**src/rtl/core/ism_pkg.sv**
```systemverilog
// ----------------------------------------------------------------------------
// ism_pkg
// Shared types and constants of the integer stack machine: operation and
// status codes, field widths and the result record.
// ----------------------------------------------------------------------------
package ism_pkg;

  localparam int unsigned DATA_W          = 32;
  localparam int unsigned OP_W            = 3;
  localparam int unsigned STATUS_W        = 2;
  localparam int unsigned DEF_STACK_DEPTH = 64;

  typedef enum logic [OP_W-1:0] {
    OP_PUSH      = 3'd0,
    OP_POP       = 3'd1,
    OP_PRINT_ALL = 3'd2,
    OP_PRINT_TOP = 3'd3,
    OP_SWAP      = 3'd4,
    OP_ADD       = 3'd5,
    OP_SUB       = 3'd6
  } op_e;

  typedef enum logic [STATUS_W-1:0] {
    ST_OK    = 2'd0,
    ST_SHORT = 2'd1,
    ST_FULL  = 2'd2
  } status_e;

  // One result item as it leaves the controller.
  typedef struct packed {
    logic signed [DATA_W-1:0] read_value;
    logic                     value_valid;
    status_e                  status;
    logic                     last;
  } result_t;

endpackage

```
**src/rtl/core/ism_ram.sv**
```systemverilog
// ----------------------------------------------------------------------------
// ism_ram
// Entry store below the top of the stack: one write port and one read port,
// with registered read data that holds while no read is issued.
// ----------------------------------------------------------------------------
module ism_ram #(
  parameter int unsigned DEPTH  = ism_pkg::DEF_STACK_DEPTH - 1,
  parameter int unsigned ADDR_W = 6
) (
  input  logic                             clk_i,
  input  logic                             we_i,
  input  logic [ADDR_W-1:0]                waddr_i,
  input  logic signed [ism_pkg::DATA_W-1:0] wdata_i,
  input  logic                             re_i,
  input  logic [ADDR_W-1:0]                raddr_i,
  output logic signed [ism_pkg::DATA_W-1:0] rdata_o
);

  logic signed [ism_pkg::DATA_W-1:0] mem_q [DEPTH];
  logic signed [ism_pkg::DATA_W-1:0] rdata_q;

  always_ff @(posedge clk_i) begin
    if (we_i) begin
      mem_q[waddr_i] <= wdata_i;
    end
  end

  always_ff @(posedge clk_i) begin
    if (re_i) begin
      rdata_q <= mem_q[raddr_i];
    end
  end

  assign rdata_o = rdata_q;

endmodule

```
**src/rtl/core/ism_ctrl.sv**
```systemverilog
// ----------------------------------------------------------------------------
// ism_ctrl
// Sequencer of the stack machine: keeps the top entry and the depth in
// registers, reads the second entry from the store, carries out one operation
// and streams the store for print_all.
// ----------------------------------------------------------------------------
module ism_ctrl #(
  parameter int unsigned STACK_DEPTH = ism_pkg::DEF_STACK_DEPTH,
  parameter int unsigned ADDR_W      = 6,
  parameter int unsigned CNT_W       = 7
) (
  input  logic                              clk_i,
  input  logic                              rst_ni,
  input  logic                              in_valid_i,
  output logic                              in_ready_o,
  input  logic [ism_pkg::OP_W-1:0]          operation_i,
  input  logic signed [ism_pkg::DATA_W-1:0] push_value_i,
  input  logic                              res_ready_i,
  output logic                              res_valid_o,
  output ism_pkg::result_t                  res_o,
  output logic                              we_o,
  output logic [ADDR_W-1:0]                 waddr_o,
  output logic signed [ism_pkg::DATA_W-1:0] wdata_o,
  output logic                              re_o,
  output logic [ADDR_W-1:0]                 raddr_o,
  input  logic signed [ism_pkg::DATA_W-1:0] rdata_i
);

  typedef enum logic [1:0] {
    S_IDLE,
    S_EXEC,
    S_STREAM
  } state_e;

  localparam logic [CNT_W-1:0] FULL_CNT = CNT_W'(STACK_DEPTH);
  localparam logic [CNT_W-1:0] ONE_CNT  = CNT_W'(1);
  localparam logic [CNT_W-1:0] TWO_CNT  = CNT_W'(2);

  state_e                            state_q, state_d;
  logic [ism_pkg::OP_W-1:0]          op_q, op_d;
  logic signed [ism_pkg::DATA_W-1:0] val_q, val_d;
  logic signed [ism_pkg::DATA_W-1:0] top_q, top_d;
  logic [CNT_W-1:0]                  cnt_q, cnt_d;
  logic [ADDR_W-1:0]                 ptr_q, ptr_d;
  logic [CNT_W-1:0]                  cnt_m1, cnt_m2;

  assign cnt_m1     = cnt_q - ONE_CNT;
  assign cnt_m2     = cnt_q - TWO_CNT;
  assign in_ready_o = (state_q == S_IDLE);

  always_comb begin
    state_d     = state_q;
    op_d        = op_q;
    val_d       = val_q;
    top_d       = top_q;
    cnt_d       = cnt_q;
    ptr_d       = ptr_q;
    we_o        = 1'b0;
    waddr_o     = cnt_m1[ADDR_W-1:0];
    wdata_o     = top_q;
    re_o        = 1'b0;
    raddr_o     = cnt_m2[ADDR_W-1:0];
    res_valid_o = 1'b0;
    res_o       = '{read_value: '0, value_valid: 1'b0,
                    status: ism_pkg::ST_OK, last: 1'b1};

    case (state_q)
      S_IDLE: begin
        if (in_valid_i) begin
          op_d    = operation_i;
          val_d   = push_value_i;
          state_d = S_EXEC;
          // Fetch the second entry now; it is ready in the next cycle.
          re_o    = (cnt_q >= TWO_CNT);
        end
      end
      S_EXEC: begin
        if (res_ready_i) begin
          res_valid_o = 1'b1;
          state_d     = S_IDLE;
          case (ism_pkg::op_e'(op_q))
            ism_pkg::OP_PUSH: begin
              if (cnt_q == FULL_CNT) begin
                res_o.status = ism_pkg::ST_FULL;
              end else begin
                we_o  = (cnt_q != '0);
                top_d = val_q;
                cnt_d = cnt_q + ONE_CNT;
              end
            end
            ism_pkg::OP_POP: begin
              if (cnt_q == '0) begin
                res_o.status = ism_pkg::ST_SHORT;
              end else begin
                top_d = rdata_i;
                cnt_d = cnt_m1;
              end
            end
            ism_pkg::OP_PRINT_ALL: begin
              if (cnt_q != '0) begin
                res_o.read_value  = top_q;
                res_o.value_valid = 1'b1;
                res_o.last        = (cnt_q == ONE_CNT);
                if (cnt_q >= TWO_CNT) begin
                  state_d = S_STREAM;
                  ptr_d   = cnt_m2[ADDR_W-1:0];
                end
              end
            end
            ism_pkg::OP_PRINT_TOP: begin
              if (cnt_q == '0) begin
                res_o.status = ism_pkg::ST_SHORT;
              end else begin
                res_o.read_value  = top_q;
                res_o.value_valid = 1'b1;
              end
            end
            ism_pkg::OP_SWAP, ism_pkg::OP_ADD, ism_pkg::OP_SUB: begin
              if (cnt_q < TWO_CNT) begin
                res_o.status = ism_pkg::ST_SHORT;
              end else if (ism_pkg::op_e'(op_q) == ism_pkg::OP_SWAP) begin
                we_o    = 1'b1;
                waddr_o = cnt_m2[ADDR_W-1:0];
                top_d   = rdata_i;
              end else begin
                top_d = (ism_pkg::op_e'(op_q) == ism_pkg::OP_ADD) ?
                        rdata_i + top_q : rdata_i - top_q;
                cnt_d = cnt_m1;
              end
            end
            default: begin
              // The unused code leaves the stack as it is.
            end
          endcase
        end
      end
      S_STREAM: begin
        if (res_ready_i) begin
          res_valid_o       = 1'b1;
          res_o.read_value  = rdata_i;
          res_o.value_valid = 1'b1;
          res_o.last        = (ptr_q == '0);
          if (ptr_q == '0) begin
            state_d = S_IDLE;
          end else begin
            re_o    = 1'b1;
            raddr_o = ptr_q - ADDR_W'(1);
            ptr_d   = ptr_q - ADDR_W'(1);
          end
        end
      end
      default: begin
        state_d = S_IDLE;
      end
    endcase
  end

  always_ff @(posedge clk_i or negedge rst_ni) begin
    if (!rst_ni) begin
      state_q <= S_IDLE;
      cnt_q   <= '0;
    end else begin
      state_q <= state_d;
      cnt_q   <= cnt_d;
    end
  end

  always_ff @(posedge clk_i) begin
    op_q  <= op_d;
    val_q <= val_d;
    top_q <= top_d;
    ptr_q <= ptr_d;
  end

endmodule

```
**src/rtl/core/integer_stack_machine.sv**
```systemverilog
// ----------------------------------------------------------------------------
// integer_stack_machine
// Bounded stack of 32-bit signed integers running one operation per input
// transfer: push, pop, print_all, print_top, swap, add and sub.
// ----------------------------------------------------------------------------
//
//   Channel   Direction   Handshake                Payload
//   -------   ---------   ----------------------   ------------------------------
//   in        input       in_valid_i / in_ready_o  operation_i, push_value_i
//   out       output      out_valid_o/out_ready_i  read_value_o, value_valid_o,
//                                                  status_o, last_o
//
// An input transfer is first accepted, which issues the read of the second
// entry from the store, and then applied once the read data is back. print_all
// then gives one further result per cycle, unless the output stalls, for each
// stored entry below the top, paced by the single read port of the store.
// Reset clears the controller state, the depth count and the output valid
// flag; the store needs no clearing pass, as no entry at or above the depth is read.
// A stalled output holds the controller in place; a finished result sits in
// the output register, which drains independently of the controller.
//
// The top entry lives in a register inside the controller; the store holds
// the entries beneath it, so it needs one entry fewer than the stack depth.
// Writes happen only in the apply cycle and reads only in the accept or
// streaming cycles, so a read never meets a write to the same entry.
module integer_stack_machine #(
  parameter int unsigned STACK_DEPTH = ism_pkg::DEF_STACK_DEPTH
) (
  input  logic                              clk_i,
  input  logic                              rst_ni,
  input  logic                              in_valid_i,
  output logic                              in_ready_o,
  input  logic [ism_pkg::OP_W-1:0]          operation_i,
  input  logic signed [ism_pkg::DATA_W-1:0] push_value_i,
  output logic                              out_valid_o,
  input  logic                              out_ready_i,
  output logic signed [ism_pkg::DATA_W-1:0] read_value_o,
  output logic                              value_valid_o,
  output logic [ism_pkg::STATUS_W-1:0]      status_o,
  output logic                              last_o
);

  // The store holds every entry but the top one.
  localparam int unsigned RAM_DEPTH = STACK_DEPTH - 1;
  localparam int unsigned ADDR_W    = (RAM_DEPTH > 1) ? $clog2(RAM_DEPTH) : 1;
  localparam int unsigned CNT_W     = $clog2(STACK_DEPTH + 1);

  logic                              res_valid;
  logic                              res_ready;
  ism_pkg::result_t                  res;
  logic                              we;
  logic [ADDR_W-1:0]                 waddr;
  logic signed [ism_pkg::DATA_W-1:0] wdata;
  logic                              re;
  logic [ADDR_W-1:0]                 raddr;
  logic signed [ism_pkg::DATA_W-1:0] rdata;

  logic                              out_valid_q, out_valid_d;
  ism_pkg::result_t                  out_res_q;

  ism_ram #(
    .DEPTH  (RAM_DEPTH),
    .ADDR_W (ADDR_W)
  ) u_ram (
    .clk_i   (clk_i),
    .we_i    (we),
    .waddr_i (waddr),
    .wdata_i (wdata),
    .re_i    (re),
    .raddr_i (raddr),
    .rdata_o (rdata)
  );

  ism_ctrl #(
    .STACK_DEPTH (STACK_DEPTH),
    .ADDR_W      (ADDR_W),
    .CNT_W       (CNT_W)
  ) u_ctrl (
    .clk_i        (clk_i),
    .rst_ni       (rst_ni),
    .in_valid_i   (in_valid_i),
    .in_ready_o   (in_ready_o),
    .operation_i  (operation_i),
    .push_value_i (push_value_i),
    .res_ready_i  (res_ready),
    .res_valid_o  (res_valid),
    .res_o        (res),
    .we_o         (we),
    .waddr_o      (waddr),
    .wdata_o      (wdata),
    .re_o         (re),
    .raddr_o      (raddr),
    .rdata_i      (rdata)
  );

  // The output register can take a new result when it is empty or when its
  // current result is being transferred in this cycle.
  assign res_ready = !out_valid_q || out_ready_i;

  always_comb begin
    out_valid_d = out_valid_q;
    if (res_valid) begin
      out_valid_d = 1'b1;
    end else if (out_ready_i) begin
      out_valid_d = 1'b0;
    end
  end

  always_ff @(posedge clk_i or negedge rst_ni) begin
    if (!rst_ni) begin
      out_valid_q <= 1'b0;
    end else begin
      out_valid_q <= out_valid_d;
    end
  end

  always_ff @(posedge clk_i) begin
    if (res_valid) begin
      out_res_q <= res;
    end
  end

  assign out_valid_o   = out_valid_q;
  assign read_value_o  = out_res_q.read_value;
  assign value_valid_o = out_res_q.value_valid;
  assign status_o      = out_res_q.status;
  assign last_o        = out_res_q.last;

  // The controller only hands over a result when the output register has room.
  assert property (@(posedge clk_i) disable iff (!rst_ni)
    res_valid |-> res_ready)
    else $error("result produced while the output register was full");

  // One operation at a time: the cycle after an input transfer is busy.
  assert property (@(posedge clk_i) disable iff (!rst_ni)
    (in_valid_i && in_ready_o) |=> !in_ready_o)
    else $error("input accepted while the previous operation was applied");

  // A result carrying no entry is always the final one and reads as zero.
  assert property (@(posedge clk_i) disable iff (!rst_ni)
    (out_valid_o && !value_valid_o) |-> (last_o && (read_value_o == '0)))
    else $error("result without an entry is not final or not zero");

  // A result carrying an entry always reports success.
  assert property (@(posedge clk_i) disable iff (!rst_ni)
    (out_valid_o && value_valid_o) |-> (status_o == ism_pkg::ST_OK))
    else $error("result with an entry reports an error status");

endmodule
```
**config.mk**
```make
export PLATFORM = sky130hd
export DESIGN_NAME = integer_stack_machine
export DESIGN_NICKNAME = d
export VERILOG_FILES = /design/src/rtl/core/ism_pkg.sv /design/src/rtl/core/ism_ram.sv /design/src/rtl/core/ism_ctrl.sv /design/src/rtl/core/integer_stack_machine.sv
export SDC_FILE = /design/constraint.sdc
export NUM_CORES = 2
export LEC_CHECK = 0
export BUFFER_PORTS_ARGS = -buffer_cell sky130_fd_sc_hd__buf_2
export CAP_MARGIN = 20
export CORE_UTILIZATION = 65
export CTS_CLUSTER_SIZE = 16
export DETAILED_ROUTE_END_ITERATION = 10
export PLACE_DENSITY = 0.84
export SYNTH_ARGS = -nofsm -noshare
export SYNTH_HDL_FRONTEND = slang
export SYNTH_SLANG_ARGS = --single-unit
```
**constraint.sdc**
```tcl
create_clock -name clk_i -period 11.6 [get_ports clk_i]
set_clock_uncertainty 0.15 [all_clocks]
set_input_delay 1.16 -clock clk_i [delete_from_list [all_inputs] [get_ports clk_i]]
set_output_delay 1.16 -clock clk_i [all_outputs]
set_load 0.01 [all_outputs]
```
# After elaboration in Yosys (flattened, before gate mapping)
# Memories as Yosys holds them, arrays and structs flattened. A register that Yosys moved wholly into a read port is not among the register bits.
# Index checks and enable logic that the tools add are counted.
dict set report op_classes {
  addsub 6
  n_mux 64
  eq_ne 22
  reduce_logical 19
  order_cmp 2
}
# operator n
set ops {}
lappend ops {{$mux W32} 5}
lappend ops {{$pmux W33 S2} 2}
lappend ops {{$mux W33} 3}
lappend ops {{$pmux W32 S3} 1}
lappend ops {{$mux W6} 14}
lappend ops {{$mux W36} 1}
lappend ops {{$add A32 B32 Y32} 1}
lappend ops {{$sub A32 B32 Y32} 1}
lappend ops {{$mux W7} 4}
lappend ops {{$pmux W7 S3} 1}
lappend ops {{$mux W1} 19}
lappend ops {{$ne A2 B2 Y1 const B} 9}
lappend ops {{$mux W2} 8}
lappend ops {{$reduce_and A7 Y1} 2}
lappend ops {{$pmux W2 S3} 2}
lappend ops {{$pmux W6 S2} 1}
lappend ops {{$eq A3 B3 Y1 const B} 3}
lappend ops {{$add A7 B1 Y7 const B} 1}
lappend ops {{$eq A7 B1 Y1 const B} 1}
lappend ops {{$eq A7 B7 Y1 const B} 1}
lappend ops {{$ge A7 B2 Y1 const B} 1}
lappend ops {{$logic_not A7 Y1} 1}
lappend ops {{$lt A7 B2 Y1 const B} 1}
lappend ops {{$reduce_bool A7 Y1} 1}
lappend ops {{21 further kinds} 29}
dict set report totals {
  ramBits 2016
  reg_bits 119
  n_memories 1
  out_inout_bits 38
  in_bits 39
}
# memory words width read_ports rd_ports_with_merged_regs write_ports line_no
set mem_list {}
lappend mem_list {u_ram.mem_q 63 32 1 1 1 ism_ram.sv:19} ;# logic signed [ism_pkg::DATA_W-1:0] mem_q [DEPTH];

# Logic depth before layout (Yosys ltp)
dict set report depth {
  ltp_word 8
  mapped_depth 19
  depth_no_buf 19
}

# Cells and area by module
# Synthesis repeated with hierarchy kept, for this count alone.
dict set report hier_totals {
  cells_unflattened 4472
  area_unflattened_um2 87825.5
}
# mod area_each_um2 instances cells_each
set by_module_without_submodules {}
lappend by_module_without_submodules {ism_ram 78978.2 1 3522}
lappend by_module_without_submodules {ism_ctrl 7718.7 1 911}
lappend by_module_without_submodules {integer_stack_machine 1128.6 1 39}

# Worst setup path before layout
# No wires, ideal clock.
dict set report synth_timing {
  path_type {reg-to-reg}
  startpoint {register u_ctrl.top_q, in the netlist u_ctrl.wdata_o[2]}
  endpoint {register u_ctrl.top_q, in the netlist u_ctrl.wdata_o[31] (data pin)}
  setup_slack_ns 5.857
  stages_incl_launch_ff 17
  period_less_slack_ns 5.743
  required_ns 11.172
  arrival_time_ns 5.314
  setup_time_ns 0.278
  cell_sequence {edfxtp_1 or4_1 or3b_2 clkbuf_1 nor4_2 nand2_1 o41ai_1 xnor2_1 ha_1 a21o_1 a2111oi_0 or4b_2 a21oi_1 xnor2_1 maj3_1 o22ai_1 a221oi_1}
}
dict set report synth_between {
  elab_chain_len 5
  elab_cells_between_ends 6
}
# element line_no
set synth_lines {}
lappend synth_lines {{from (decl)} ism_ctrl.sv:42} ;# logic signed [ism_pkg::DATA_W-1:0] top_q, top_d;
lappend synth_lines {{from (signal assigned)} ism_ctrl.sv:171} ;# top_q <= top_d;
lappend synth_lines {{$sub A32 B32 Y32 / $add A32 B32 Y32 (equally long branches)} ism_ctrl.sv:127} ;# rdata_i + top_q : rdata_i - top_q;
lappend synth_lines {{$mux W32 (*)} ism_ctrl.sv:126} ;# top_d = (ism_pkg::op_e'(op_q) == ism_pkg::OP_ADD) ?
lappend synth_lines {{$mux W32 (*)} ism_ctrl.sv:121} ;# end else if (ism_pkg::op_e'(op_q) == ism_pkg::OP_SWAP) begin
lappend synth_lines {{$mux W32 (*)} ism_ctrl.sv:119} ;# if (cnt_q < TWO_CNT) begin
lappend synth_lines {{$pmux W32 S3 (*)} ism_ctrl.sv:81} ;# case (ism_pkg::op_e'(op_q))
# Every way passes the cells marked *; elsewhere a longest branch is shown, timed or not. The select of a mux whose other input is x is not followed.
# A chain may end at the register's enable or synchronous reset.

# Worst setup path in the final report
dict set report layout_timing {
  startpoint {register u_ctrl.top_q, in the netlist u_ctrl.wdata_o[0]}
  endpoint {register u_ctrl.top_q, in the netlist u_ctrl.wdata_o[31] (data pin)}
}
# Same word-level chain as after synthesis.

==> flow_summary.toml <==
[logic_synthesis]
synth_nets = 6698
synth_edf_count = 2157
postSynthAreaPerCell_um2 = 13.4
async_flop_share_pct = 0.461
synth.distinct_cells = 65
synth_area_um2 = 88700
synth_top_flop_cell = "edfxtp_1"
synth-seq-cells = 2167
yosys_warnings = 0
syn_inst = 6609
ys_seq_area_share_pct = 73.3

[layout]
fin_util_pct = 72.6
mostFrequentLayoutCells = "edfxtp_1 (2,157), nand2_1 (1,795), nand3_1 (397)"
multi_input_area_um2 = 22500
drive_above_1_share_pct = 10.4
fin_cells = 8569
n_fill_cell = 7704
syn2layout_area_growth_pct = 10.9
final_common_cell = "edfxtp_1"
nNetsFinal = 6708
regArea_um2 = 65000

[drt]
via_per_inst = 7.03
ant_nets = 0
route.detailed.drc = 0
dr.pass1.iters = 9
drt_iter0_markers = 11200
routed_wl_um = 259000
wl_per_cell_um = 30.2
vias = 60200

[place]
port_buffers = 76
dp.cells = 8188
dp_hpwl_um = 135000
gp_congestion = 0.937

[power]
swShare_pct = 41.1
switchingPower_uw = 11600
combPwrFrac_pct = 41.3
internal_power_uw = 16600
p_per_area_nw_per_um2 = 287
p_leak_uw = 0.0337
ir_drop_mv = 0.423
pwr-share-clk_pct = 23.5
seqPwrFrac_pct = 35.2

[grt]
antenna_found_initial = 20
grt_max_degree = 160
grt_pass1_wl_um = 370000
track_usage_pct = 37.1
grt_overflow = 0
grt_pass1_vias = 58300

[die]
floorplan.initialDensity_pct = 65.5
fp-row-count = 135
die_area_um2 = 138000
core_um2 = 135000
die_w_um = 371
io_pins = 77
die_y_um = 371

[worst_setup_path]
cp_max_fo = 68
worstPathArrival_ns = 7.32
end_kind = "register"
start_kind = "register"
cp_data_required_time_ns = 12.01
critPathKind = "register to register"

[timing]
min_period_ns = 6.91
setup_violations = 0
period_share_pct = 59.5
hold_viol = 0
worstMarginPinSlew_ns = 1.21
rsz0062_at_grt = "no"
maxSlewHeadroom_pct = 19.3
tns_ns = 0
maxSlewViolCount = 0
fmax_mhz = 145
hold_slack_ns = 0.337

[clock_tree]
cts_tree = "built"
cts_hold_buf = 1
cts_max_path_buffers = 3
clock_latency_ns = 0.85
cts_buffers = 200
cts_setup_buffers = 0
cts-root-buf = "clkbuf_16"
clk_pin_slew_worst_paths_ns = 0.07
post_cts_resized = 0
cts_sinks = 2167
cts_htree_levels = 4

[hold_path]
holdCritPathClass = "input pin to register"

[run]
maxCapViolations = 0

[status]
status = "finished clean"
==> power groups by stage <==
stage / Sequential (uW) / Combinational (uW) / Clock [uW]
floorplan: 10100 / 6480 / 0
global placement: 10000 / 10600 / 0
detailed placement: 10000 / 10900 / 0
CTS: 9890 / 11100 / 6600
global route: 9910 / 12000 / 6890
finish: 9920 / 11600 / 6620
==> cell families after synthesis <==
logic type | share of synthesized area (%)
AOI/OAI and AO/OA | 6.45
xor gates and xnor gates | 0.810
adders and majority gates | 0.725
buffers and inverters | 2.00
DFF | 73.3
muxes | 2.86
and+or+nand+nor | 13.8
==> per-layer routing <==
| metal | up-vias | track usage, % | part of all wire (%) |
|---|---|---|---|
| met5 | - | 0 | 0.070 |
| met1 | 29000 | 46.4 | 32 |
| met3 | 1042 | 11.5 | 15 |
| met2 | 5408 | 56.8 | 46 |
| li1 | 24700 | - | - |
| met4 | 28 | 23.1 | 7.0 |
==> critical path, cell delays in order (launching register included) <==
cell       delay, ns
edfxtp_1        0.39
buf_4           0.36
inv_1           0.15
ha_1            0.17
nor3b_1         0.40
nand2_1         0.16
or2_2           0.36
nor4bb_1        0.83
a21oi_1         0.27
nor2_1          0.19
xnor2_1         0.08
ha_1            0.38
a21o_1          0.20
a21o_1          0.20
a2111oi_0       0.58
or4b_2          0.64
a21oi_1         0.31
xnor2_1         0.15
maj3_1          0.38
o22ai_1         0.14
a221oi_1        0.11
==> synthesized netlist by cell type (all sizes together), types with 3 or more instances <==
cell type  number  area share, %
a211oi          5          0.042
a21boi          3          0.025
a21o           12           0.10
a21oi         126           0.71
a221oi         69           0.68
a22oi          39           0.33
a311o          32           0.36
a311oi         96           0.95
a31oi         164            1.2
and2            4          0.028
and3          320            2.3
buf            93           0.48
clkbuf        340            1.4
dfrtp          10           0.28
edfxtp       2157             73
ha             49           0.69
inv            19          0.080
mux2          101            1.3
mux2i         140            1.6
nand2        1799            7.6
nand2b          8          0.056
nand3         397            2.2
nand4           6          0.042
nor2          123           0.52
nor2b          39           0.28
nor3           18           0.10
nor4           39           0.28
o211ai         33           0.28
o21a            8          0.068
o21ai          76           0.43
o21bai          3          0.025
o22ai          46           0.32
o31ai          12           0.10
o32ai          68           0.67
o41ai           4          0.039
or3            33           0.23
or3b            4          0.040
or4             6          0.051
xnor2          51           0.50
xor2           31           0.31
==> path summary, 6_finish.rpt <==
check | startpoint | to | depth (start not counted) | slack [ns]
min in group asynchronous | rst_ni | u_ctrl.cnt_q[5] | 2 | 0.57
min | push_value_i[7] | u_ctrl.val_q[7] | 1 | 0.34
max in group asynchronous | rst_ni | u_ctrl.cnt_q[0] | 2 | 10.52
min reg2reg | u_ctrl.val_q[20] | u_ctrl.wdata_o[20] | 2 | 0.43
max | u_ctrl.wdata_o[0] | u_ctrl.wdata_o[31] | 20 | 4.69
max reg2reg | u_ctrl.wdata_o[0] | u_ctrl.wdata_o[31] | 20 | 4.69
==> stage by stage <==
stage          power, uW  worst slack, ns  area, um^2
3_5_place_dp       20900             5.00       91600
4_1_cts            27500             4.86       98100
6_report           28200             4.69       98300
3_3_place_gp       20600             4.96       91400
2_1_floorplan      16600             5.86       88700
5_1_grt            28800             4.29       98300
==> registers in the layout, indices dropped and copies added (netlist names) <==
name and flops:
u_ctrl.state_q 2, read_value_o 32, u_ram.mem_q 2016, u_ctrl.wdata_o 32, u_ram.rdata_o 32, out_valid_o 1, u_ctrl.op_q 3, status_o 2
u_ctrl.cnt_q 7, value_valid_o 1, u_ctrl.ptr_q 6, u_ctrl.val_q 32, last_o 1
==> cell type report <==
| cell class | count | share of cell area (%) |
|---|---|---|
| clock inverters | 122 | 1.24 |
| diodes | 5 | 0.0127 |
| well taps | 1781 | 2.27 |
| repair buffers | 241 | 1.96 |
| clock buffers | 244 | 5.41 |
| multi-input cells | 3989 | 22.9 |
| inverters | 20 | 0.0763 |
| flip-flops and latches | 2167 | 66.1 |
Power figures use the tool's default switching activity.
